## config.mk

```make
export PLATFORM = sky130hd
export DESIGN_NAME = adapter_response_frame_parser_flat
export DESIGN_NICKNAME = d
export VERILOG_FILES = /design/src/rtl/arfp_pkg.sv /design/src/rtl/arfp_rx_if.sv /design/src/rtl/arfp_res_if.sv /design/src/rtl/arfp_front.sv /design/src/rtl/arfp_cmd_fifo.sv /design/src/rtl/arfp_back.sv /design/src/rtl/adapter_response_frame_parser.sv /design/src/flat_wrapper.sv
export SDC_FILE = /design/constraint.sdc
export NUM_CORES = 1
export LEC_CHECK = 0
export BUFFER_PORTS_ARGS = -buffer_cell sky130_fd_sc_hd__buf_2
export CELL_PAD_IN_SITES_DETAIL_PLACEMENT = 0
export CELL_PAD_IN_SITES_GLOBAL_PLACEMENT = 1
export CORE_MARGIN = 2
export CORE_UTILIZATION = 25
export DETAILED_ROUTE_END_ITERATION = 8
export GPL_ROUTABILITY_DRIVEN = 0
export GPL_TIMING_DRIVEN = 0
export PLACE_DENSITY = 0.56
export SLEW_MARGIN = 0
export SYNTH_ARGS = -nofsm -noshare
export SYNTH_HDL_FRONTEND = slang
export SYNTH_SLANG_ARGS = --single-unit
```

## constraint.sdc

```tcl
create_clock -name clk -period 6.7 [get_ports clk]
set_input_delay 0 -clock clk [delete_from_list [all_inputs] [get_ports clk]]
set_output_delay 0 -clock clk [all_outputs]
set_load 0.02 [all_outputs]
```

## src/rtl/arfp_pkg.sv

```systemverilog
`timescale 1ns / 1ps
// ----------------------------------------------------------------------------
// Adapter response frame parser package
// Frame constants, status codes and the command that passes from the byte
// parser to the telemetry update stage.
// ----------------------------------------------------------------------------
package arfp_pkg;

    localparam int CHANNELS      = 4;
    localparam int ADC_WORDS     = 2;
    localparam int PAYLOAD_DEPTH = 2 * CHANNELS + 2 * ADC_WORDS;
    localparam int PAYLOAD_IDX_W = $clog2(PAYLOAD_DEPTH);
    localparam int QUEUE_DEPTH   = 2;

    localparam logic [7:0]  HEADER_BYTE    = 8'h55;
    localparam logic [7:0]  TYPE_ACK       = 8'h01;
    localparam logic [7:0]  TYPE_PARSE_ERR = 8'h02;
    localparam logic [7:0]  TYPE_PARAM_ERR = 8'h03;
    localparam logic [7:0]  TYPE_TELEMETRY = 8'h10;
    localparam logic [7:0]  TYPE_CONFIG    = 8'hcf;
    localparam logic [15:0] PERIOD_FAIL    = 16'hff00;

    localparam logic [4:0] LEN_SHORT     = 5'd3;
    localparam logic [4:0] LEN_TELEMETRY = 5'd15;
    localparam logic [4:0] LEN_CONFIG    = 5'd23;

    typedef enum logic [2:0] {
        ST_ACK_OK         = 3'd0,
        ST_TELEMETRY      = 3'd1,
        ST_CONFIG_IGNORED = 3'd2,
        ST_REJECTED       = 3'd3,
        ST_CHECKSUM_ERR   = 3'd4,
        ST_UNKNOWN_TYPE   = 3'd5
    } frame_status_t;

    typedef logic [PAYLOAD_DEPTH-1:0][7:0] payload_t;

    typedef struct packed {
        frame_status_t status;
        payload_t      payload;
    } frame_cmd_t;

endpackage

```

## src/rtl/arfp_rx_if.sv

```systemverilog
`timescale 1ns / 1ps
// ----------------------------------------------------------------------------
// Received byte channel
// Carries one UART byte per item with a valid/ready handshake.
// ----------------------------------------------------------------------------
interface arfp_rx_if;
    logic       valid;
    logic       ready;
    logic [7:0] rx_byte;

    modport source (output valid, output rx_byte, input ready);
    modport sink (input valid, input rx_byte, output ready);
endinterface

```

## src/rtl/arfp_res_if.sv

```systemverilog
`timescale 1ns / 1ps
// ----------------------------------------------------------------------------
// Frame result channel
// Carries one frame result per item with a valid/ready handshake.
// ----------------------------------------------------------------------------
interface arfp_res_if;
    logic        valid;
    logic        ready;
    logic [2:0]  frame_status;
    logic [15:0] period_ch0;
    logic [15:0] period_ch1;
    logic [15:0] period_ch2;
    logic [15:0] period_ch3;
    logic [3:0]  valid_mask;
    logic [15:0] adc_first;
    logic [15:0] adc_second;
    logic [15:0] errors_ch0;
    logic [15:0] errors_ch1;
    logic [15:0] errors_ch2;
    logic [15:0] errors_ch3;

    modport source (
        output valid, output frame_status,
        output period_ch0, output period_ch1, output period_ch2, output period_ch3,
        output valid_mask, output adc_first, output adc_second,
        output errors_ch0, output errors_ch1, output errors_ch2, output errors_ch3,
        input ready
    );
    modport sink (
        input valid, input frame_status,
        input period_ch0, input period_ch1, input period_ch2, input period_ch3,
        input valid_mask, input adc_first, input adc_second,
        input errors_ch0, input errors_ch1, input errors_ch2, input errors_ch3,
        output ready
    );
endinterface

```

## src/rtl/arfp_front.sv

```systemverilog
`timescale 1ns / 1ps
// ----------------------------------------------------------------------------
// Frame byte parser
// Hunts for the header, tracks frame length and checksum, stores the
// payload and pushes one command per finished or dropped frame.
// ----------------------------------------------------------------------------
module arfp_front (
    input  logic                 clk,
    input  logic                 rst_n,
    arfp_rx_if.sink              rx,
    input  logic                 cmd_full,
    output logic                 cmd_push,
    output arfp_pkg::frame_cmd_t cmd_data
);
    import arfp_pkg::*;

    logic [4:0]    byte_count_reg, byte_count_next;
    logic [4:0]    expected_length_reg, expected_length_next;
    logic [7:0]    running_sum_reg, running_sum_next;
    logic [7:0]    response_type_reg, response_type_next;
    payload_t      payload_reg;

    logic          take;
    logic [7:0]    sum_plus;
    logic [5:0]    count_plus;
    logic [4:0]    pos;
    logic          store_en;
    frame_status_t status;

    assign rx.ready   = !cmd_full;
    assign take       = rx.valid && rx.ready;
    assign sum_plus   = running_sum_reg + rx.rx_byte;
    assign count_plus = {1'b0, byte_count_reg} + 6'd1;
    assign pos        = byte_count_reg - 5'd2;

    always_comb
    begin
        byte_count_next      = byte_count_reg;
        expected_length_next = expected_length_reg;
        running_sum_next     = running_sum_reg;
        response_type_next   = response_type_reg;
        store_en             = 1'b0;
        cmd_push             = 1'b0;
        status               = ST_ACK_OK;
        if (take)
        begin
            if (byte_count_reg == 5'd0)
            begin
                if (rx.rx_byte == HEADER_BYTE)
                begin
                    byte_count_next  = 5'd1;
                    running_sum_next = rx.rx_byte;
                end
            end
            else if (byte_count_reg == 5'd1)
            begin
                response_type_next = rx.rx_byte;
                running_sum_next   = sum_plus;
                byte_count_next    = 5'd2;
                unique case (rx.rx_byte) inside
                    TYPE_ACK, TYPE_PARSE_ERR, TYPE_PARAM_ERR:
                        expected_length_next = LEN_SHORT;
                    TYPE_TELEMETRY:
                        expected_length_next = LEN_TELEMETRY;
                    TYPE_CONFIG:
                        expected_length_next = LEN_CONFIG;
                    default:
                    begin
                        byte_count_next      = 5'd0;
                        expected_length_next = 5'd0;
                        cmd_push             = 1'b1;
                        status               = ST_UNKNOWN_TYPE;
                    end
                endcase
            end
            else if (count_plus < {1'b0, expected_length_reg})
            begin
                store_en         = (pos < 5'(PAYLOAD_DEPTH));
                running_sum_next = sum_plus;
                byte_count_next  = count_plus[4:0];
            end
            else
            begin
                cmd_push = 1'b1;
                if (rx.rx_byte != running_sum_reg)
                begin
                    status = ST_CHECKSUM_ERR;
                end
                else
                begin
                    unique case (response_type_reg)
                        TYPE_ACK:       status = ST_ACK_OK;
                        TYPE_TELEMETRY: status = ST_TELEMETRY;
                        TYPE_CONFIG:    status = ST_CONFIG_IGNORED;
                        default:        status = ST_REJECTED;
                    endcase
                end
                byte_count_next      = 5'd0;
                expected_length_next = 5'd0;
            end
        end
    end

    assign cmd_data.status  = status;
    assign cmd_data.payload = payload_reg;

    always_ff @(posedge clk or negedge rst_n)
    begin
        if (!rst_n)
        begin
            byte_count_reg      <= 5'd0;
            expected_length_reg <= 5'd0;
            running_sum_reg     <= 8'd0;
            response_type_reg   <= 8'd0;
        end
        else
        begin
            byte_count_reg      <= byte_count_next;
            expected_length_reg <= expected_length_next;
            running_sum_reg     <= running_sum_next;
            response_type_reg   <= response_type_next;
        end
    end

    always_ff @(posedge clk)
    begin
        if (store_en)
        begin
            payload_reg[pos[PAYLOAD_IDX_W-1:0]] <= rx.rx_byte;
        end
    end

endmodule

```

## src/rtl/arfp_cmd_fifo.sv

```systemverilog
`timescale 1ns / 1ps
// ----------------------------------------------------------------------------
// Frame command queue
// Short first-in first-out buffer between the byte parser and the
// telemetry update stage.
// ----------------------------------------------------------------------------
module arfp_cmd_fifo (
    input  logic                 clk,
    input  logic                 rst_n,
    input  logic                 push,
    input  arfp_pkg::frame_cmd_t push_data,
    output logic                 full,
    input  logic                 pop,
    output arfp_pkg::frame_cmd_t pop_data,
    output logic                 empty
);
    import arfp_pkg::*;

    localparam int PTR_W = (QUEUE_DEPTH > 1) ? $clog2(QUEUE_DEPTH) : 1;
    localparam int CNT_W = $clog2(QUEUE_DEPTH + 1);

    frame_cmd_t       mem_reg [QUEUE_DEPTH];
    logic [PTR_W-1:0] wr_ptr_reg, wr_ptr_next;
    logic [PTR_W-1:0] rd_ptr_reg, rd_ptr_next;
    logic [CNT_W-1:0] count_reg, count_next;

    assign full     = (count_reg == CNT_W'(QUEUE_DEPTH));
    assign empty    = (count_reg == '0);
    assign pop_data = mem_reg[rd_ptr_reg];

    always_comb
    begin
        wr_ptr_next = wr_ptr_reg;
        rd_ptr_next = rd_ptr_reg;
        count_next  = count_reg;
        if (push)
        begin
            wr_ptr_next = (wr_ptr_reg == PTR_W'(QUEUE_DEPTH - 1)) ? '0 : wr_ptr_reg + 1'b1;
        end
        if (pop)
        begin
            rd_ptr_next = (rd_ptr_reg == PTR_W'(QUEUE_DEPTH - 1)) ? '0 : rd_ptr_reg + 1'b1;
        end
        if (push && !pop)
        begin
            count_next = count_reg + 1'b1;
        end
        else if (pop && !push)
        begin
            count_next = count_reg - 1'b1;
        end
    end

    always_ff @(posedge clk or negedge rst_n)
    begin
        if (!rst_n)
        begin
            wr_ptr_reg <= '0;
            rd_ptr_reg <= '0;
            count_reg  <= '0;
        end
        else
        begin
            wr_ptr_reg <= wr_ptr_next;
            rd_ptr_reg <= rd_ptr_next;
            count_reg  <= count_next;
        end
    end

    always_ff @(posedge clk)
    begin
        if (push)
        begin
            mem_reg[wr_ptr_reg] <= push_data;
        end
    end

endmodule

```

## src/rtl/arfp_back.sv

```systemverilog
`timescale 1ns / 1ps
// ----------------------------------------------------------------------------
// Telemetry update stage
// Applies good telemetry frames to the period, ADC, valid and error
// registers and presents one result item per frame command.
// ----------------------------------------------------------------------------
module arfp_back (
    input  logic                 clk,
    input  logic                 rst_n,
    input  logic                 cmd_valid,
    input  arfp_pkg::frame_cmd_t cmd_data,
    output logic                 cmd_pop,
    arfp_res_if.source           res
);
    import arfp_pkg::*;

    logic [15:0]         period_reg [CHANNELS];
    logic [15:0]         adc_reg [ADC_WORDS];
    logic [CHANNELS-1:0] valid_reg;
    logic [15:0]         error_reg [CHANNELS];
    frame_status_t       status_reg;
    logic                out_valid_reg;

    logic [15:0]         word_period [CHANNELS];
    logic [15:0]         word_adc [ADC_WORDS];
    logic [CHANNELS-1:0] usable;

    assign cmd_pop = cmd_valid && (!out_valid_reg || res.ready);

    always_comb
    begin
        for (int i = 0; i < CHANNELS; i++)
        begin
            word_period[i] = {cmd_data.payload[2 * i + 1], cmd_data.payload[2 * i]};
            usable[i]      = (word_period[i] != 16'd0) && (word_period[i] < PERIOD_FAIL);
        end
        for (int j = 0; j < ADC_WORDS; j++)
        begin
            word_adc[j] = {cmd_data.payload[2 * CHANNELS + 2 * j + 1],
                           cmd_data.payload[2 * CHANNELS + 2 * j]};
        end
    end

    always_ff @(posedge clk or negedge rst_n)
    begin
        if (!rst_n)
        begin
            out_valid_reg <= 1'b0;
            valid_reg     <= '0;
            for (int i = 0; i < CHANNELS; i++)
            begin
                period_reg[i] <= 16'd0;
                error_reg[i]  <= 16'd0;
            end
            for (int j = 0; j < ADC_WORDS; j++)
            begin
                adc_reg[j] <= 16'd0;
            end
        end
        else if (cmd_pop)
        begin
            out_valid_reg <= 1'b1;
            if (cmd_data.status == ST_TELEMETRY)
            begin
                valid_reg <= usable;
                for (int i = 0; i < CHANNELS; i++)
                begin
                    period_reg[i] <= word_period[i];
                    if (!usable[i])
                    begin
                        error_reg[i] <= error_reg[i] + 16'd1;
                    end
                end
                for (int j = 0; j < ADC_WORDS; j++)
                begin
                    adc_reg[j] <= word_adc[j];
                end
            end
        end
        else if (res.ready)
        begin
            out_valid_reg <= 1'b0;
        end
    end

    always_ff @(posedge clk)
    begin
        if (cmd_pop)
        begin
            status_reg <= cmd_data.status;
        end
    end

    assign res.valid        = out_valid_reg;
    assign res.frame_status = status_reg;
    assign res.period_ch0   = period_reg[0];
    assign res.period_ch1   = period_reg[1];
    assign res.period_ch2   = period_reg[2];
    assign res.period_ch3   = period_reg[3];
    assign res.valid_mask   = valid_reg;
    assign res.adc_first    = adc_reg[0];
    assign res.adc_second   = adc_reg[1];
    assign res.errors_ch0   = error_reg[0];
    assign res.errors_ch1   = error_reg[1];
    assign res.errors_ch2   = error_reg[2];
    assign res.errors_ch3   = error_reg[3];

endmodule

```

## src/rtl/adapter_response_frame_parser.sv

```systemverilog
`timescale 1ns / 1ps
// ----------------------------------------------------------------------------
// Adapter response frame parser
// Parses framed replies from a serial motor-output adapter and reports
// frame status, telemetry periods, ADC words and per-channel error counts.
// ----------------------------------------------------------------------------
// The parser takes one received byte per clock cycle while the command queue
// is not full. A byte that closes or drops a frame produces one result item:
// its command passes through the two-entry command queue behind the byte parser
// and then the result register of the telemetry update stage. All other
// bytes produce no result. When the result side stalls, the queue absorbs
// two frame commands before the byte input deasserts ready.
module adapter_response_frame_parser (
    input  logic       clk,
    input  logic       rst_n,
    arfp_rx_if.sink    rx,
    arfp_res_if.source res
);
    import arfp_pkg::*;

    logic       cmd_push;
    logic       cmd_full;
    logic       cmd_pop;
    logic       cmd_empty;
    frame_cmd_t cmd_in;
    frame_cmd_t cmd_out;

    arfp_front u_front (
        .clk      (clk),
        .rst_n    (rst_n),
        .rx       (rx),
        .cmd_full (cmd_full),
        .cmd_push (cmd_push),
        .cmd_data (cmd_in)
    );

    arfp_cmd_fifo u_fifo (
        .clk       (clk),
        .rst_n     (rst_n),
        .push      (cmd_push),
        .push_data (cmd_in),
        .full      (cmd_full),
        .pop       (cmd_pop),
        .pop_data  (cmd_out),
        .empty     (cmd_empty)
    );

    arfp_back u_back (
        .clk       (clk),
        .rst_n     (rst_n),
        .cmd_valid (!cmd_empty),
        .cmd_data  (cmd_out),
        .cmd_pop   (cmd_pop),
        .res       (res)
    );

    a_push_room: assert property (@(posedge clk) disable iff (!rst_n)
        cmd_push |-> !cmd_full)
        else $error("Frame command pushed into a full queue.");

    a_pop_data: assert property (@(posedge clk) disable iff (!rst_n)
        cmd_pop |-> !cmd_empty)
        else $error("Frame command popped from an empty queue.");

    a_mask_period: assert property (@(posedge clk) disable iff (!rst_n)
        res.valid |->
            (!res.valid_mask[0] || (res.period_ch0 != 16'd0 && res.period_ch0 < PERIOD_FAIL)) &&
            (!res.valid_mask[1] || (res.period_ch1 != 16'd0 && res.period_ch1 < PERIOD_FAIL)) &&
            (!res.valid_mask[2] || (res.period_ch2 != 16'd0 && res.period_ch2 < PERIOD_FAIL)) &&
            (!res.valid_mask[3] || (res.period_ch3 != 16'd0 && res.period_ch3 < PERIOD_FAIL)))
        else $error("Valid mask marks an unusable period.");

endmodule
```

## src/flat_wrapper.sv

```systemverilog
// flat-port wrapper written by rule: the top's interface ports become plain ports
module adapter_response_frame_parser_flat import arfp_pkg::*;
  (clk, rst_n, rx_valid, rx_rx_byte, rx_ready, res_valid, res_frame_status, res_period_ch0, res_period_ch1, res_period_ch2, res_period_ch3, res_valid_mask, res_adc_first, res_adc_second, res_errors_ch0, res_errors_ch1, res_errors_ch2, res_errors_ch3, res_ready);
  arfp_rx_if rx_i ();
  arfp_res_if res_i ();
  input  logic clk;
  input  logic rst_n;
  input wire logic [$bits(rx_i.valid)-1:0] rx_valid;
  input wire logic [$bits(rx_i.rx_byte)-1:0] rx_rx_byte;
  output wire logic [$bits(rx_i.ready)-1:0] rx_ready;
  output wire logic [$bits(res_i.valid)-1:0] res_valid;
  output wire logic [$bits(res_i.frame_status)-1:0] res_frame_status;
  output wire logic [$bits(res_i.period_ch0)-1:0] res_period_ch0;
  output wire logic [$bits(res_i.period_ch1)-1:0] res_period_ch1;
  output wire logic [$bits(res_i.period_ch2)-1:0] res_period_ch2;
  output wire logic [$bits(res_i.period_ch3)-1:0] res_period_ch3;
  output wire logic [$bits(res_i.valid_mask)-1:0] res_valid_mask;
  output wire logic [$bits(res_i.adc_first)-1:0] res_adc_first;
  output wire logic [$bits(res_i.adc_second)-1:0] res_adc_second;
  output wire logic [$bits(res_i.errors_ch0)-1:0] res_errors_ch0;
  output wire logic [$bits(res_i.errors_ch1)-1:0] res_errors_ch1;
  output wire logic [$bits(res_i.errors_ch2)-1:0] res_errors_ch2;
  output wire logic [$bits(res_i.errors_ch3)-1:0] res_errors_ch3;
  input wire logic [$bits(res_i.ready)-1:0] res_ready;
  assign rx_i.valid = rx_valid;
  assign rx_i.rx_byte = rx_rx_byte;
  assign rx_ready = rx_i.ready;
  assign res_valid = res_i.valid;
  assign res_frame_status = res_i.frame_status;
  assign res_period_ch0 = res_i.period_ch0;
  assign res_period_ch1 = res_i.period_ch1;
  assign res_period_ch2 = res_i.period_ch2;
  assign res_period_ch3 = res_i.period_ch3;
  assign res_valid_mask = res_i.valid_mask;
  assign res_adc_first = res_i.adc_first;
  assign res_adc_second = res_i.adc_second;
  assign res_errors_ch0 = res_i.errors_ch0;
  assign res_errors_ch1 = res_i.errors_ch1;
  assign res_errors_ch2 = res_i.errors_ch2;
  assign res_errors_ch3 = res_i.errors_ch3;
  assign res_i.ready = res_ready;
  adapter_response_frame_parser u_core (.clk(clk), .rst_n(rst_n), .rx(rx_i), .res(res_i));
endmodule
```

* Word-level counts from Yosys, hierarchy flattened *
Memories as Yosys holds them, arrays and structs flattened.
Cells that the tools add are included.

operators by class
  $add $sub $neg = 11
  bitwise operators = 5
  equality and inequality tests = 15
  order comparisons = 8
  reduce and logical (&&, ||, !) cells = 35
  mux-type cells = 39

operators with widths
  kind                                                  count
  bitwise mux 96 bit                                    1
  adder 16 x 1 -> 16 bit (second input constant)        4
  less-than comparator 16 bit (second input constant)   4
  nonzero test 16 bit                                   4
  2-to-1 mux 8 bit                                      5
  demux 8 bit (select 4 bit)                            1
  2-to-1 mux 5 bit                                      6
  AND reduction 3 bit                                   7
  2-to-1 mux 3 bit                                      6
  equality test 8 x 1 -> 1 bit (second input constant)  2
  equality test 8 x 2 -> 1 bit (second input constant)  2
  equality test 8 x 5 -> 1 bit (second input constant)  2
  equality test 8 bit (second input constant)           2
  2-to-1 mux 1 bit                                      15
  case mux 5 bit (3 select lines)                       1
  logical AND 1 bit                                     9
  adder 8 bit                                           1
  equality test 8 x 7 -> 1 bit (second input constant)  1
  != test 8 bit                                         1
  adder 5 x 1 -> 6 bit (second input constant)          1
  less-than comparator 6 x 5 -> 1 bit                   1
  2-to-1 mux 2 bit                                      3
  case mux 2 bit (3 select lines)                       1
  equality test 5 x 1 -> 1 bit (second input constant)  1
  21 further kinds                                      32

storage, ports and cells
  output and inout port bits = 169
  memories = 1
  memory bits (writable) = 198
  input port bits = 12
  register bits = 294

memories
  memory                 words  width  rd ports  clocked after memory_dff  wr ports  line                 source
  u_core.u_fifo.mem_reg  2      99     1         0                         1         arfp_cmd_fifo.sv:22  frame_cmd_t mem_reg [QUEUE_DEPTH];

* Logic depth before layout (Yosys ltp) *
Gate-level depths: netlist of the first run.

  word-level depth = 10
  mapped depth = 15

* By module *
From an unflattened synthesis of the first run, not the netlist that was laid out.

second synthesis, totals
  cells, all modules = 1381
  area, all modules = 19831.5 um^2

by module, submodules not included
  module                         sequential area each (um^2)  instances  cells each  area an instance (um^2)
  arfp_cmd_fifo                  6045.8                       1          324         7830.0
  arfp_back                      4219.0                       1          725         7113.1
  arfp_front                     3508.4                       1          331         4884.7
  adapter_response_frame_parser  0.0                          1          1           3.8

* Least setup slack after synthesis of the first run *
OpenSTA, ideal clock, no wires.

  path kind = register -> register
  from = register u_core.u_front.byte_count_reg[0]
  to = memory u_core.u_fifo.mem_reg[0][0] (netlist name), enable pin
  cell stages (with the launch flop) = 11
  period minus slack after synthesis = 6.739 ns
  slack = -0.039 ns
  arrival = 6.181 ns
  required time = 6.142 ns
  library setup time = 0.558 ns
  cell sequence = dfrtp_1 > inv_1 > ha_1 > ha_1 > a21boi_0 > o2111ai_1 > and3b_1 > buf_2 > nor2_1 > nand2b_1 > nor2_1

between the ends
  longest elaborated chain between the ends = 8
  elaborated cells between the ends (all ways) = 10
  classes of those cells = add/sub (1); order compare (1); eq/ne (1); mux (6); reduce/logical (1)

RTL lines
  item                                      line                 source
  start, declared                           arfp_front.sv:17     logic [4:0] byte_count_reg, byte_count_next;
  start signal, assigned                    arfp_front.sv:118    byte_count_reg <= byte_count_next;
  adder 5 x 1 -> 6 bit                      arfp_front.sv:33     assign count_plus = {1'b0, byte_count_reg} + 6'd1;
  less-than comparator 6 x 5 -> 1 bit       arfp_front.sv:76     else if (count_plus < {1'b0, expected_length_reg})
  2-to-1 mux 1 bit                          arfp_front.sv:76
  2-to-1 mux 1 bit                          arfp_front.sv:55     else if (byte_count_reg == 5'd1)
  2-to-1 mux 1 bit *                        arfp_front.sv:47     if (byte_count_reg == 5'd0)
  2-to-1 mux 1 bit *                        arfp_front.sv:45     if (take)
  2-to-1 mux 1 bit *                        arfp_cmd_fifo.sv:72  if (push)
  2-to-1 mux 1 bit (not written as such) *  arfp_cmd_fifo.sv:74  mem_reg[wr_ptr_reg] <= push_data;
  end, declared                             arfp_cmd_fifo.sv:22

Every way passes the cells marked *; elsewhere a longest branch is shown, timed or not.

* Final worst setup path of the first run *
  from = register u_core.u_front.byte_count_reg[0]
  to = memory u_core.u_fifo.mem_reg[0][19] (netlist name), enable pin

Same word-level chain as after synthesis.

==> results of run 1 <==
==> power by group through the flow <==
stage | Combinational [W] | Sequential, W | Clock (W)
after global placement | 0.00290 | 0.00448 | 0
after detailed placement | 0.00305 | 0.00440 | 0
after global routing | 0.00330 | 0.00443 | 0.00318
after floorplan | 0.00138 | 0.00478 | 0
final | 0.00298 | 0.00434 | 0.00295
after CTS | 0.00306 | 0.00435 | 0.00305
==> routing by layer <==
layer,global-route usage (%),vias to the layer above
li1,-,5515
met1,17.0,5898
met2,22.1,250
met3,2.90,78
met4,3.77,2
met5,0,-
==> repair_timing <==
item,CTS,global route
hold buffers,11,1
setup endpoints to repair,0,0
endpoints found under the hold margin,172,2
==> worst paths after layout <==
kind | start | endpoint | slack, ns | depth (start not counted)
max | u_core.u_front.byte_count_reg[0]$_DFFE_PN0P_ | u_core.u_fifo.mem_reg[0][19]$_DFFE_PP_ | 2.55 | 13
min | rx_rx_byte[4] | u_core.u_front.cmd_data[4]$_DFFE_PP_ | 0.002 | 1
max reg2reg | u_core.u_front.byte_count_reg[0]$_DFFE_PN0P_ | u_core.u_fifo.mem_reg[0][19]$_DFFE_PP_ | 2.55 | 13
min reg2reg | u_core.u_front.cmd_data[95]$_DFFE_PP_ | u_core.u_fifo.mem_reg[0][95]$_DFFE_PP_ | 0.42 | 0
max in group asynchronous | rst_n | u_core.u_back.res.valid$_DFFE_PN0P_ | 5.39 | 5
min in group asynchronous | rst_n | u_core.u_back.res.errors_ch3[15]$_DFFE_PN0P_ | 0.49 | 4
==> stage by stage <==
step / setup TNS [ns] / cells / setup WS, ns / hold slack (ns)
2_1_floorplan: -7.78 / 1336 / -0.0393 / -0.296
3_3_place_gp: -653.85 / 2494 / -3.32 / 0.360
3_5_place_dp: 0 / 2510 / 2.28 / -0.0835
4_1_cts: 0 / 2619 / 2.26 / 0.00479
5_1_grt: 0 / 2620 / 2.16 / 0.0142
6_report: 0 / 2621 / 2.55 / 0.00204
==> worst max-delay path, cell delays in order, from the launching register on <==
cell       delay (ns)
dfrtp_1          0.46
inv_1            0.13
ha_1             0.35
ha_1             0.28
a21boi_0         0.17
o2111ai_1        0.14
and3b_1          0.18
buf_2            0.16
nor2_1           0.37
nand2b_1         0.28
nor2_4           0.68
buf_12           0.27
buf_16           0.18
buf_16           0.17
==> cells by family after synthesis <==
group	after synthesis	share of synthesized area, %
AOI/OAI and AO/OA	174	5.03
xor gates and xnor gates	73	3.35
and+or+nand+nor	396	10.7
DFF	491	72.2
buffers and inverters	75	1.68
muxes	104	5.56
adders and majority gates	23	1.55
==> Yosys cell counts (all sizes together) (17+ instances only) <==
master	count	share of area, %
nand4	36	1.2
xor2	33	1.5
nand3	37	0.97
inv	23	0.45
nand2	151	3.0
mux2i	88	4.6
xnor2	40	1.8
and3	26	0.85
dfrtp	194	25
clkbuf	35	0.69
a21oi	32	0.84
o21ai	112	2.9
ha	22	1.4
nor4	48	1.7
nor2	29	0.57
buf	17	0.54
edfxtp	297	47
nor3	24	0.63
==> area by class of cell <==
type | count | area [sq um]
clock inverter | 32 | 354
tap | 978 | 1220
antenna | 1 | 2.50
multi-input combinational | 770 | 5060
buffer | 52 | 235
fill | 7616 | 52300
timing repair buffer | 208 | 1350
inverter | 23 | 86.3
clock buffer | 66 | 1400
sequential | 491 | 13800
==> impl_metrics.env, run 1 <==
export IMPL_switchingPower_w=0.00361
export IMPL_crit_arrival_ns=4.45
export IMPL_final_cell_mix="297 x edfxtp_1, 194 x dfrtp_1, 193 x buf_2, 151 x nand2_1, 112 x o21ai_0"
export IMPL_highest_layer="met5"
export IMPL_postSynthAreaPerCell_sq_um=14.3
export IMPL_rsz0062_at_grt="false"
export IMPL_wl_met1_um=22800
export IMPL_worst_path_max_fanout=22
export IMPL_die_y_um=280
export IMPL_hpwl_um=35400
export IMPL_cts_root_buffer="clkbuf_16"
export IMPL_p_int_w=0.00665
export IMPL_core_area_sq_um=75800
export IMPL_insertion_delay_ns=0.61
export IMPL_met2_length_um=25100
export IMPL_power_w=0.0103
export IMPL_dieArea_sq_um=78600
export IMPL_drt_total_wl_um=51800
export IMPL_vias=11743
export IMPL_rows=101
export IMPL_drt_pass1_iterations=5
export IMPL_drtIter0Drc=656
export IMPL_fmax_ghz=0.241
export IMPL_grt_overflow=0
export IMPL_crit_type="reg -> reg"
export IMPL_worstSetupStartpointType="flip-flop"
export IMPL_final_common_cell="edfxtp_1"
export IMPL_setup_violations=0
export IMPL_pwr_share_clk_pct=28.7
export IMPL_synth_nets=1371
export IMPL_power_frac_seq_pct=42.3
export IMPL_synth_cell_types=59
export IMPL_dieWidth_um=280
export IMPL_wl_per_cell_um=19.8
export IMPL_synth_yosys_seq_area_share_pct=72.2
export IMPL_syn_inst=1336
export IMPL_cts_tree="built"
export IMPL_clk_path_buf_depth=3
export IMPL_cts_resized=0
export IMPL_start_util_pct=25.2
export IMPL_min_period_ns=4.15
export IMPL_p_comb_share_pct=29.0
export IMPL_required_ns=7.00
export IMPL_final_util_pct=31.0
export IMPL_htree_levels=2
export IMPL_largest_register_ffs=198
export IMPL_path_clk_slew_ns=0.07
export IMPL_final_nets=1633
export IMPL_io_pins=181
export IMPL_grt_total_usage_pct=13.2
export IMPL_placed_cell_area_sq_um=21600
export IMPL_grt_pass1_vias=12157
export IMPL_tightest_slew_ns=1.05
export IMPL_hold_viol=0
export IMPL_leakagePower_nw=9.17
export IMPL_post_cts_buffers=0
export IMPL_drc_errors=0
export IMPL_drtAntennaViolNets=0
export IMPL_syn_to_final_growth_pct=23.1
export IMPL_finalMaxSlewViolations=0
export IMPL_synth_seq_cells=491
export IMPL_status="completed"
export IMPL_synthArstFlopShare_pct=39.5
export IMPL_ys_flop_type="edfxtp_1"
export IMPL_design_area_sq_um=23500
export IMPL_synth_edf_count=297
export IMPL_yosysWarnings=0
export IMPL_io_buffer_count=180
export IMPL_finClkSkew_ns=0.0281
export IMPL_hold_path_class="in -> reg"
export IMPL_slew_headroom_pct=30.0
export IMPL_netlist_area_sq_um=19100
export IMPL_clock_sinks=491
export IMPL_finalCritPeriodShare_pct=61.9
export IMPL_drv_cap=0
export IMPL_grt_max_degree=80
export IMPL_drt_vias_per_instance=4.48
export IMPL_switching_share_pct=35.2
export IMPL_antenna_found_initial=2
export IMPL_powerDensity_nw_per_um2=437
export IMPL_grt_first_pass_wirelength_um=77300
export IMPL_wl_met3_um=2680
export IMPL_max_vdd_ir_drop_uv=182
export IMPL_crit_path_end_kind="flip-flop"
export IMPL_drive_gt1_share_pct=20.0
export IMPL_numCtsBuffers=52
Power figures use the tool's default switching activity.
==> run 2: changes to the inputs <==
--- a/config.mk
+++ b/config.mk
@@ -5,6 +5,7 @@
 export SDC_FILE = /design/constraint.sdc
 export NUM_CORES = 1
 export LEC_CHECK = 0
+export ABC_AREA = 1
 export BUFFER_PORTS_ARGS = -buffer_cell sky130_fd_sc_hd__buf_2
 export CELL_PAD_IN_SITES_DETAIL_PLACEMENT = 0
 export CELL_PAD_IN_SITES_GLOBAL_PLACEMENT = 1
@@ -13,7 +14,7 @@
 export DETAILED_ROUTE_END_ITERATION = 8
 export GPL_ROUTABILITY_DRIVEN = 0
 export GPL_TIMING_DRIVEN = 0
-export PLACE_DENSITY = 0.56
+export PLACE_DENSITY = 0.55
 export SLEW_MARGIN = 0
 export SYNTH_ARGS = -nofsm -noshare
 export SYNTH_HDL_FRONTEND = slang
==> constraint.sdc (replaced) <==
create_clock -name clk -period 4.1 [get_ports clk]
set_input_delay 0 -clock clk [delete_from_list [all_inputs] [get_ports clk]]
set_output_delay 0 -clock clk [all_outputs]
set_load 0.02 [all_outputs]
==> run 2 against run 1 <==
Effect of this change:
- setup slack worse by 1.9 ns
- die area is 5.0% higher
- critical path depth is 3 lower
- power is 70% higher
- via count is 20% higher
- non-clock buffer count is 4 higher
- clock skew is 0.041 ns higher
- count of clock-buffer cells in the layout is 11 higher
- flip-flop and latch count stayed put
- utilization is 0.097 points lower
- sequential share of layout area is 2.4 points lower
- critical endpoint is now u_core.u_front.cmd_data[78]$_DFFE_PP_
==> impl_metrics.env, run 2 <==
export IMPL_cts_tree="built"
export IMPL_synthArstFlopShare_pct=39.5
export IMPL_crit_arrival_ns=3.75
export IMPL_path_clk_slew_ns=0.06
export IMPL_finClkSkew_ns=0.0691
export IMPL_numCtsBuffers=55
export IMPL_synth_seq_cells=491
export IMPL_setup_slack_ns=0.623
export IMPL_drt_pass1_iterations=5
export IMPL_r2r_slack_ns=0.62
export IMPL_antenna_found_initial=1
export IMPL_crit_family="simple AND/OR/NAND/NOR gates"
export IMPL_final_nets=2155
export IMPL_drc_errors=0
export IMPL_core_area_sq_um=79300
export IMPL_synth_cell_types=32
export IMPL_io_buffer_count=180
export IMPL_netlist_top_cells_count="597 x nand2_1, 297 x edfxtp_1, 194 x dfrtp_1"
export IMPL_dp_cells=3101
export IMPL_ys_flop_type="edfxtp_1"
export IMPL_rows=103
export IMPL_grt_overflow=0
export IMPL_yosysTopAreaCell="edfxtp_1"
export IMPL_htree_levels=2
export IMPL_setup_worst_path_start="u_core.u_front.byte_count_reg[0]$_DFFE_PN0P_"
export IMPL_final_util_pct=30.9
export IMPL_insertion_delay_ns=0.66
export IMPL_cp_depth=10
export IMPL_slew_headroom_pct=25.7
export IMPL_clock_sinks=491
export IMPL_synth_area_leaders="edfxtp_1 44%, dfrtp_1 24%, nand2_1 11%"
export IMPL_setup_violations=0
export IMPL_worstReg2RegStart="u_core.u_front.byte_count_reg[0]$_DFFE_PN0P_"
export IMPL_vias=14123
export IMPL_tightest_slew_ns=1.11
export IMPL_design_area_sq_um=24500
export IMPL_wl_per_cell_um=18.9
export IMPL_finalCritPeriodShare_pct=84.8
export IMPL_fmax_ghz=0.288
export IMPL_postSynthAreaPerCell_sq_um=10.8
export IMPL_finalMaxSlewViolations=0
export IMPL_grt_max_degree=81
export IMPL_cts_root_buffer="clkbuf_16"
export IMPL_placed_cell_area_sq_um=22500
export IMPL_cp_cell_sequence="ha_1 > nand3_1 > xor2_1 > inv_1 > ha_1 > a31oi_1 > nand3_1 > inv_1 > nand2_1 > nor2_1"
export IMPL_netlist_area_sq_um=20100
export IMPL_io_pins=181
export IMPL_leakagePower_nw=10.2
export IMPL_fill_cells=8189
export IMPL_drive_gt1_share_pct=15.4
export IMPL_syn_inst=1864
export IMPL_crit_type="reg -> reg"
export IMPL_synth_top_cell_area_share_pct=44.5
export IMPL_hold_viol=0
export IMPL_drtAntennaViolNets=0
export IMPL_start_util_pct=25.3
export IMPL_crit_slowest_cell="nor2_1"
export IMPL_crit_buf_inv=2
export IMPL_dieArea_sq_um=82500
export IMPL_rsz0062_at_grt="false"
export IMPL_die_y_um=287
export IMPL_grt_total_usage_pct=14.7
export IMPL_synth_most_common_cell="nand2_1"
export IMPL_synth_nets=1899
export IMPL_drv_cap=0
export IMPL_min_period_ns=3.48
export IMPL_synth_yosys_seq_area_share_pct=68.7
export IMPL_worstSetupStartpointType="flip-flop"
export IMPL_yosysWarnings=0
export IMPL_drt_vias_per_instance=4.39
export IMPL_r2r_end="u_core.u_front.cmd_data[78]$_DFFE_PP_"
export IMPL_reg2reg_depth=10
export IMPL_syn_to_final_growth_pct=22.1
export IMPL_synth_edf_count=297
export IMPL_largest_register_ffs=198
export IMPL_dieWidth_um=287
export IMPL_worst_path_max_fanout=8
export IMPL_required_ns=4.38
export IMPL_clk_path_buf_depth=3
export IMPL_max_stage_delay_ns=0.89
export IMPL_powerDensity_nw_per_um2=712
export IMPL_status="completed"
export IMPL_final_cell_mix="597 x nand2_1, 297 x edfxtp_1, 219 x buf_2, 194 x dfrtp_1, 190 x nor2_1"
export IMPL_hpwl_um=40600
export IMPL_finalNonFillerCells=3218
export IMPL_preCtsSetupSlack_ns=0.605
export IMPL_final_common_cell="nand2_1"
export IMPL_grt_pass1_vias=14118
export IMPL_max_vdd_ir_drop_uv=483
export IMPL_drtIter0Drc=893
export IMPL_crit_end="u_core.u_front.cmd_data[78]$_DFFE_PP_"
export IMPL_drt_total_wl_um=60800
export IMPL_grt_first_pass_wirelength_um=90900
export IMPL_crit_path_end_kind="flip-flop"
export IMPL_hold_path_class="in -> reg"
export IMPL_hold_depth=5
## run 2: changes by cell type after synthesis, sizes merged, moves of 47 or more
| cell | change |
|---|---|
| nand2 | +447 |
| nor2 | +162 |
| inv | +91 |
| mux2i | -88 |
| a31oi | +82 |
| o21ai | -70 |
| nand3 | +60 |
| nor4 | -47 |
## run 2: worst min-delay path by stage
stage | slack, ns | startpoint | to
2_1_floorplan | -0.30 | rst_n | u_core.u_back.res.adc_first[0]$_DFFE_PN0P_
3_3_place_gp | 0.27 | res_ready | u_core.u_back.res.valid$_DFFE_PN0P_
3_5_place_dp | 0.005 | rst_n | u_core.u_back.res.errors_ch2[13]$_DFFE_PN0P_
4_1_cts | 0.07 | rx_valid | u_core.u_front.byte_count_reg[1]$_DFFE_PN0P_
5_1_grt | 0.11 | rx_valid | u_core.u_front.byte_count_reg[3]$_DFFE_PN0P_
6_report | 0.08 | rx_valid | u_core.u_front.byte_count_reg[1]$_DFFE_PN0P_
## run 2: cell type report
cell class,instances,area [sq um],area share [%]
sequential,491,13800,56.3
multi-input combinational,1193,5530,22.6
clock buffer,77,1540,6.29
tap,1050,1310,5.37
timing repair buffer,199,1220,4.98
inverter,115,437,1.78
clock inverter,27,338,1.38
buffer,65,328,1.34
antenna,1,2.50,0.0102
## run 2: what timing repair did
action / CTS / global route
hold buffers: 12 / 0
resized for setup: 0 / 0
setup buffers: 0 / 0
endpoints found under the hold margin: 218 / 0
## run 2: metrics by stage
step / total power, W / TNS [ns] / hold WS, ns
after floorplan: 0.0102 / 0 / -0.296
after global placement: 0.0125 / -477.65 / 0.267
after detailed placement: 0.0126 / 0 / 0.00484
after CTS: 0.0177 / 0 / 0.0665
after global routing: 0.0185 / 0 / 0.111
final: 0.0174 / 0 / 0.0788
## run 2: per-layer routing
metal,vias to the layer above,share of wire (%),global-route usage (%)
met1,6884,44,19.2
li1,6856,-,-
met2,304,48,24.7
met4,0,2.3,3.89
met3,79,5.5,3.15
met5,-,0,0
## run 2: kinds of logic (layout without fill, tap and decap cells)
kind of cell / Yosys count / after routing / synth area share [%]
other cells: 0 / 1 / 0
fa+ha+maj: 23 / 23 / 1.47
compound gates: 144 / 144 / 4.19
simple gates: 995 / 995 / 20.5
xor+xnor: 31 / 31 / 1.35
buf+inv: 180 / 483 / 3.79
flops: 491 / 491 / 68.7
## run 2: worst min-delay path: cells and delay by family
family | cells | cell delay [ns]
buffers and inverters | 1 | 0.10
AOI/OAI and AO/OA | 1 | 0.18
and+or+nand+nor | 3 | 0.36
## run 2: power breakdown
group / internal [W] / switching, W
registers: 0.00635 / 0.000502
logic: 0.00154 / 0.00397
clock network: 0.00295 / 0.00210
==> run 3: changes to the inputs <==
--- a/config.mk
+++ b/config.mk
@@ -5,7 +5,7 @@
 export SDC_FILE = /design/constraint.sdc
 export NUM_CORES = 1
 export LEC_CHECK = 0
-export ABC_AREA = 1
+export ABC_AREA = 0
 export BUFFER_PORTS_ARGS = -buffer_cell sky130_fd_sc_hd__buf_2
 export CELL_PAD_IN_SITES_DETAIL_PLACEMENT = 0
 export CELL_PAD_IN_SITES_GLOBAL_PLACEMENT = 1
@@ -14,7 +14,7 @@
 export DETAILED_ROUTE_END_ITERATION = 8
 export GPL_ROUTABILITY_DRIVEN = 0
 export GPL_TIMING_DRIVEN = 0
-export PLACE_DENSITY = 0.55
+export PLACE_DENSITY = 0.56
 export SLEW_MARGIN = 0
 export SYNTH_ARGS = -nofsm -noshare
 export SYNTH_HDL_FRONTEND = slang
==> constraint.sdc (replaced) <==
create_clock -name clk -period 2.9 [get_ports clk]
set_input_delay 0 -clock clk [delete_from_list [all_inputs] [get_ports clk]]
set_output_delay 0 -clock clk [all_outputs]
set_load 0.02 [all_outputs]
==> run 3 against run 2 <==
Effect of this change:
- the flow now finishes with violations (setup timing)
- setup slack lost 0.89 ns
- critical path depth is 2 higher
- first-iteration DRC count shrank 23%
- sequential power rose by 47%
- critical path type unchanged
==> impl_metrics.env, run 3 (synthesis gave the netlist of run 1 again) <==
export IMPL_status="complete, but fails checks"
export IMPL_violations="setup timing"
export IMPL_drt_pass1_iterations=5
export IMPL_grt_overflow=0
export IMPL_drc_errors=0
export IMPL_clk_path_buf_depth=3
export IMPL_rows=101
export IMPL_io_pins=181
export IMPL_worst_path_max_fanout=8
export IMPL_drt_vias_per_instance=4.50
export IMPL_grt_pass1_vias=12300
export IMPL_setup_slack_ns=-0.266
export IMPL_max_vdd_ir_drop_uv=469
export IMPL_vias=12070
export IMPL_numCtsBuffers=52
export IMPL_cts_tree="built"
export IMPL_cts_root_buffer="clkbuf_16"
export IMPL_wl_per_cell_um=19.7
export IMPL_slew_headroom_pct=33.9
export IMPL_setup_violations=272
export IMPL_grt_total_usage_pct=13.1
export IMPL_drtAntennaViolNets=0
export IMPL_final_common_cell="edfxtp_1"
export IMPL_antennaDiodeCount=0
export IMPL_required_ns=3.20
export IMPL_start_util_pct=25.2
export IMPL_grt_first_pass_wirelength_um=77500
export IMPL_htree_levels=2
export IMPL_hold_viol=0
export IMPL_die_y_um=280
export IMPL_rsz0062_at_grt="true"
export IMPL_path_clk_slew_ns=0.06
export IMPL_fill_cells=7504
export IMPL_hpwl_um=34300
export IMPL_pwr_share_clk_pct=26.2
export IMPL_final_cell_mix="297 x edfxtp_1, 191 x dfrtp_1, 186 x buf_2, 149 x nand2_1, 112 x o21ai_0"
export IMPL_core_area_sq_um=75800
export IMPL_placed_cell_area_sq_um=21600
export IMPL_max_stage_delay_ns=0.55
export IMPL_worstSetupStartpointType="flip-flop"
export IMPL_drive_gt1_share_pct=25.4
export IMPL_final_util_pct=32.8
export IMPL_drt_total_wl_um=52800
export IMPL_final_seq_area_sq_um=13800
export IMPL_hold_path_class="in -> async"
export IMPL_finalCritPeriodShare_pct=109
export IMPL_multi_input_area_sq_um=5360
export IMPL_cp_cell_sequence="ha_4 > nand2_4 > xnor2_4 > ha_4 > a21o_1 > a21oi_2 > and3b_2 > nand2_4 > or4_4 > buf_12 > nor4_4 > buf_12"
export IMPL_crit_type="reg -> reg"
export IMPL_largest_register_ffs=198
export IMPL_tightest_slew_ns=0.989
export IMPL_dp_cells=2503
export IMPL_drtIter0Drc=691
export IMPL_grt_max_degree=105
export IMPL_powerDensity_nw_per_um2=1010
export IMPL_dieWidth_um=280
export IMPL_finalNonFillerCells=2680
export IMPL_p_int_w=0.0163
export IMPL_crit_arrival_ns=3.46
export IMPL_finalMaxSlewViolations=0
export IMPL_fmax_ghz=0.316
export IMPL_dieArea_sq_um=78600
export IMPL_design_area_sq_um=24800
export IMPL_switchingPower_w=0.00880
export IMPL_switching_share_pct=35.1
export IMPL_crit_path_end_kind="flip-flop"
export IMPL_power_frac_seq_pct=40.1
export IMPL_antenna_found_initial=2
export IMPL_insertion_delay_ns=0.60
export IMPL_min_period_ns=3.17
export IMPL_final_nets=1693
export IMPL_finClkSkew_ns=0.0243
export IMPL_drv_cap=0
export IMPL_crit_slowest_cell="or4_4"
export IMPL_p_comb_share_pct=33.7
export IMPL_syn_to_final_growth_pct=30.2
export IMPL_leakagePower_nw=9.80
export IMPL_clock_sinks=491
export IMPL_io_buffer_count=180
## run 3: cell count changes in the layout (fill, tap and decap cells not counted), sizes merged, moves of 20 or more
cell | previous run | this run
nand2 | 598 | 151
nor2 | 191 | 29
inv | 115 | 24
mux2i | 0 | 88
a31oi | 87 | 5
o21ai | 42 | 112
nand3 | 97 | 37
nor4 | 1 | 48
xnor2 | 11 | 40
and3 | 1 | 26
buf | 238 | 261
nand4 | 58 | 36
a21oi | 11 | 32
clkbuf | 92 | 112
## run 3: layer usage
| metal | vias up | GRT usage, % | part of all wire [%] |
|---|---|---|---|
| li1 | 5635 | - | - |
| met2 | 247 | 22.9 | 51 |
| met4 | 0 | 4.11 | 2.9 |
| met1 | 6095 | 16.1 | 42 |
| met3 | 93 | 2.61 | 4.4 |
| met5 | - | 0 | 0 |
## run 3: path summary, 6_finish.rpt
path	startpoint	endpoint	slack [ns]	depth (start not counted)
max in group asynchronous	rst_n	u_core.u_front.byte_count_reg[0]$_DFFE_PN0P_	1.78	3
worst max-delay path	u_core.u_front.byte_count_reg[1]$_DFFE_PN0P_	u_core.u_front.cmd_data[6]$_DFFE_PP_	-0.27	12
worst min-delay path	rst_n	u_core.u_back.res.errors_ch2[5]$_DFFE_PN0P_	0.003	2
min in group clk	res_ready	u_core.u_back.res.valid$_DFFE_PN0P_	0.35	4
worst min register to register	u_core.u_front.cmd_data[13]$_DFFE_PP_	u_core.u_fifo.mem_reg[0][13]$_DFFE_PP_	0.43	0
worst max register to register	u_core.u_front.byte_count_reg[1]$_DFFE_PN0P_	u_core.u_front.cmd_data[6]$_DFFE_PP_	-0.27	12
## run 3: area by class of cell
class	instances	share of cell area [%]
Buffer	49	1.04
Multi-Input combinational cell	770	21.6
Sequential cell	491	55.4
Timing Repair Buffer	271	9.84
Tap cell	978	4.92
Inverter	23	0.368
Clock buffer	64	5.54
Clock inverter	34	1.26
## run 3: what timing repair did
item	4_1_cts	5_1_grt
setup buffers	35	19
resized for setup	40	59
hold buffers	11	0
hold endpoints to repair	184	0
endpoints found under the setup margin	405	359
pin swaps	16	24
cloned	10	14
## run 3: power by group through the flow
stage | combinational, W | clock (W) | sequential (W)
after floorplan | 0.00335 | 0 | 0.0110
after global placement | 0.00678 | 0 | 0.0102
after detailed placement | 0.00707 | 0 | 0.0102
after CTS | 0.00798 | 0.00677 | 0.0101
after global routing | 0.00918 | 0.00707 | 0.0103
final | 0.00844 | 0.00656 | 0.0101
## run 3: worst max-delay path, delay by kind of cell (launching register included)
kind                     cells  cell delay [ns]
AND/OR/NAND/NOR              5             1.08
flip-flops                   1             0.48
adder cells (fa/ha/maj)      2             0.41
buffers and inverters        2             0.34
AO/OA/AOI/OAI                2             0.33
XOR/XNOR                     1             0.19
## run 3: per-stage QoR
stage	worst slack [ns]	hold WS [ns]	power, W	setup TNS, ns
floorplan	-0.814	-0.296	0.0143	-172.30
global route	-0.348	0.0626	0.0265	-67.70
CTS	-0.363	0.00554	0.0248	-67.00
global placement	-2.17	0.392	0.0170	-814.52
finish	-0.266	0.00318	0.0251	-41.31
detailed placement	-0.766	0.0688	0.0173	-137.57
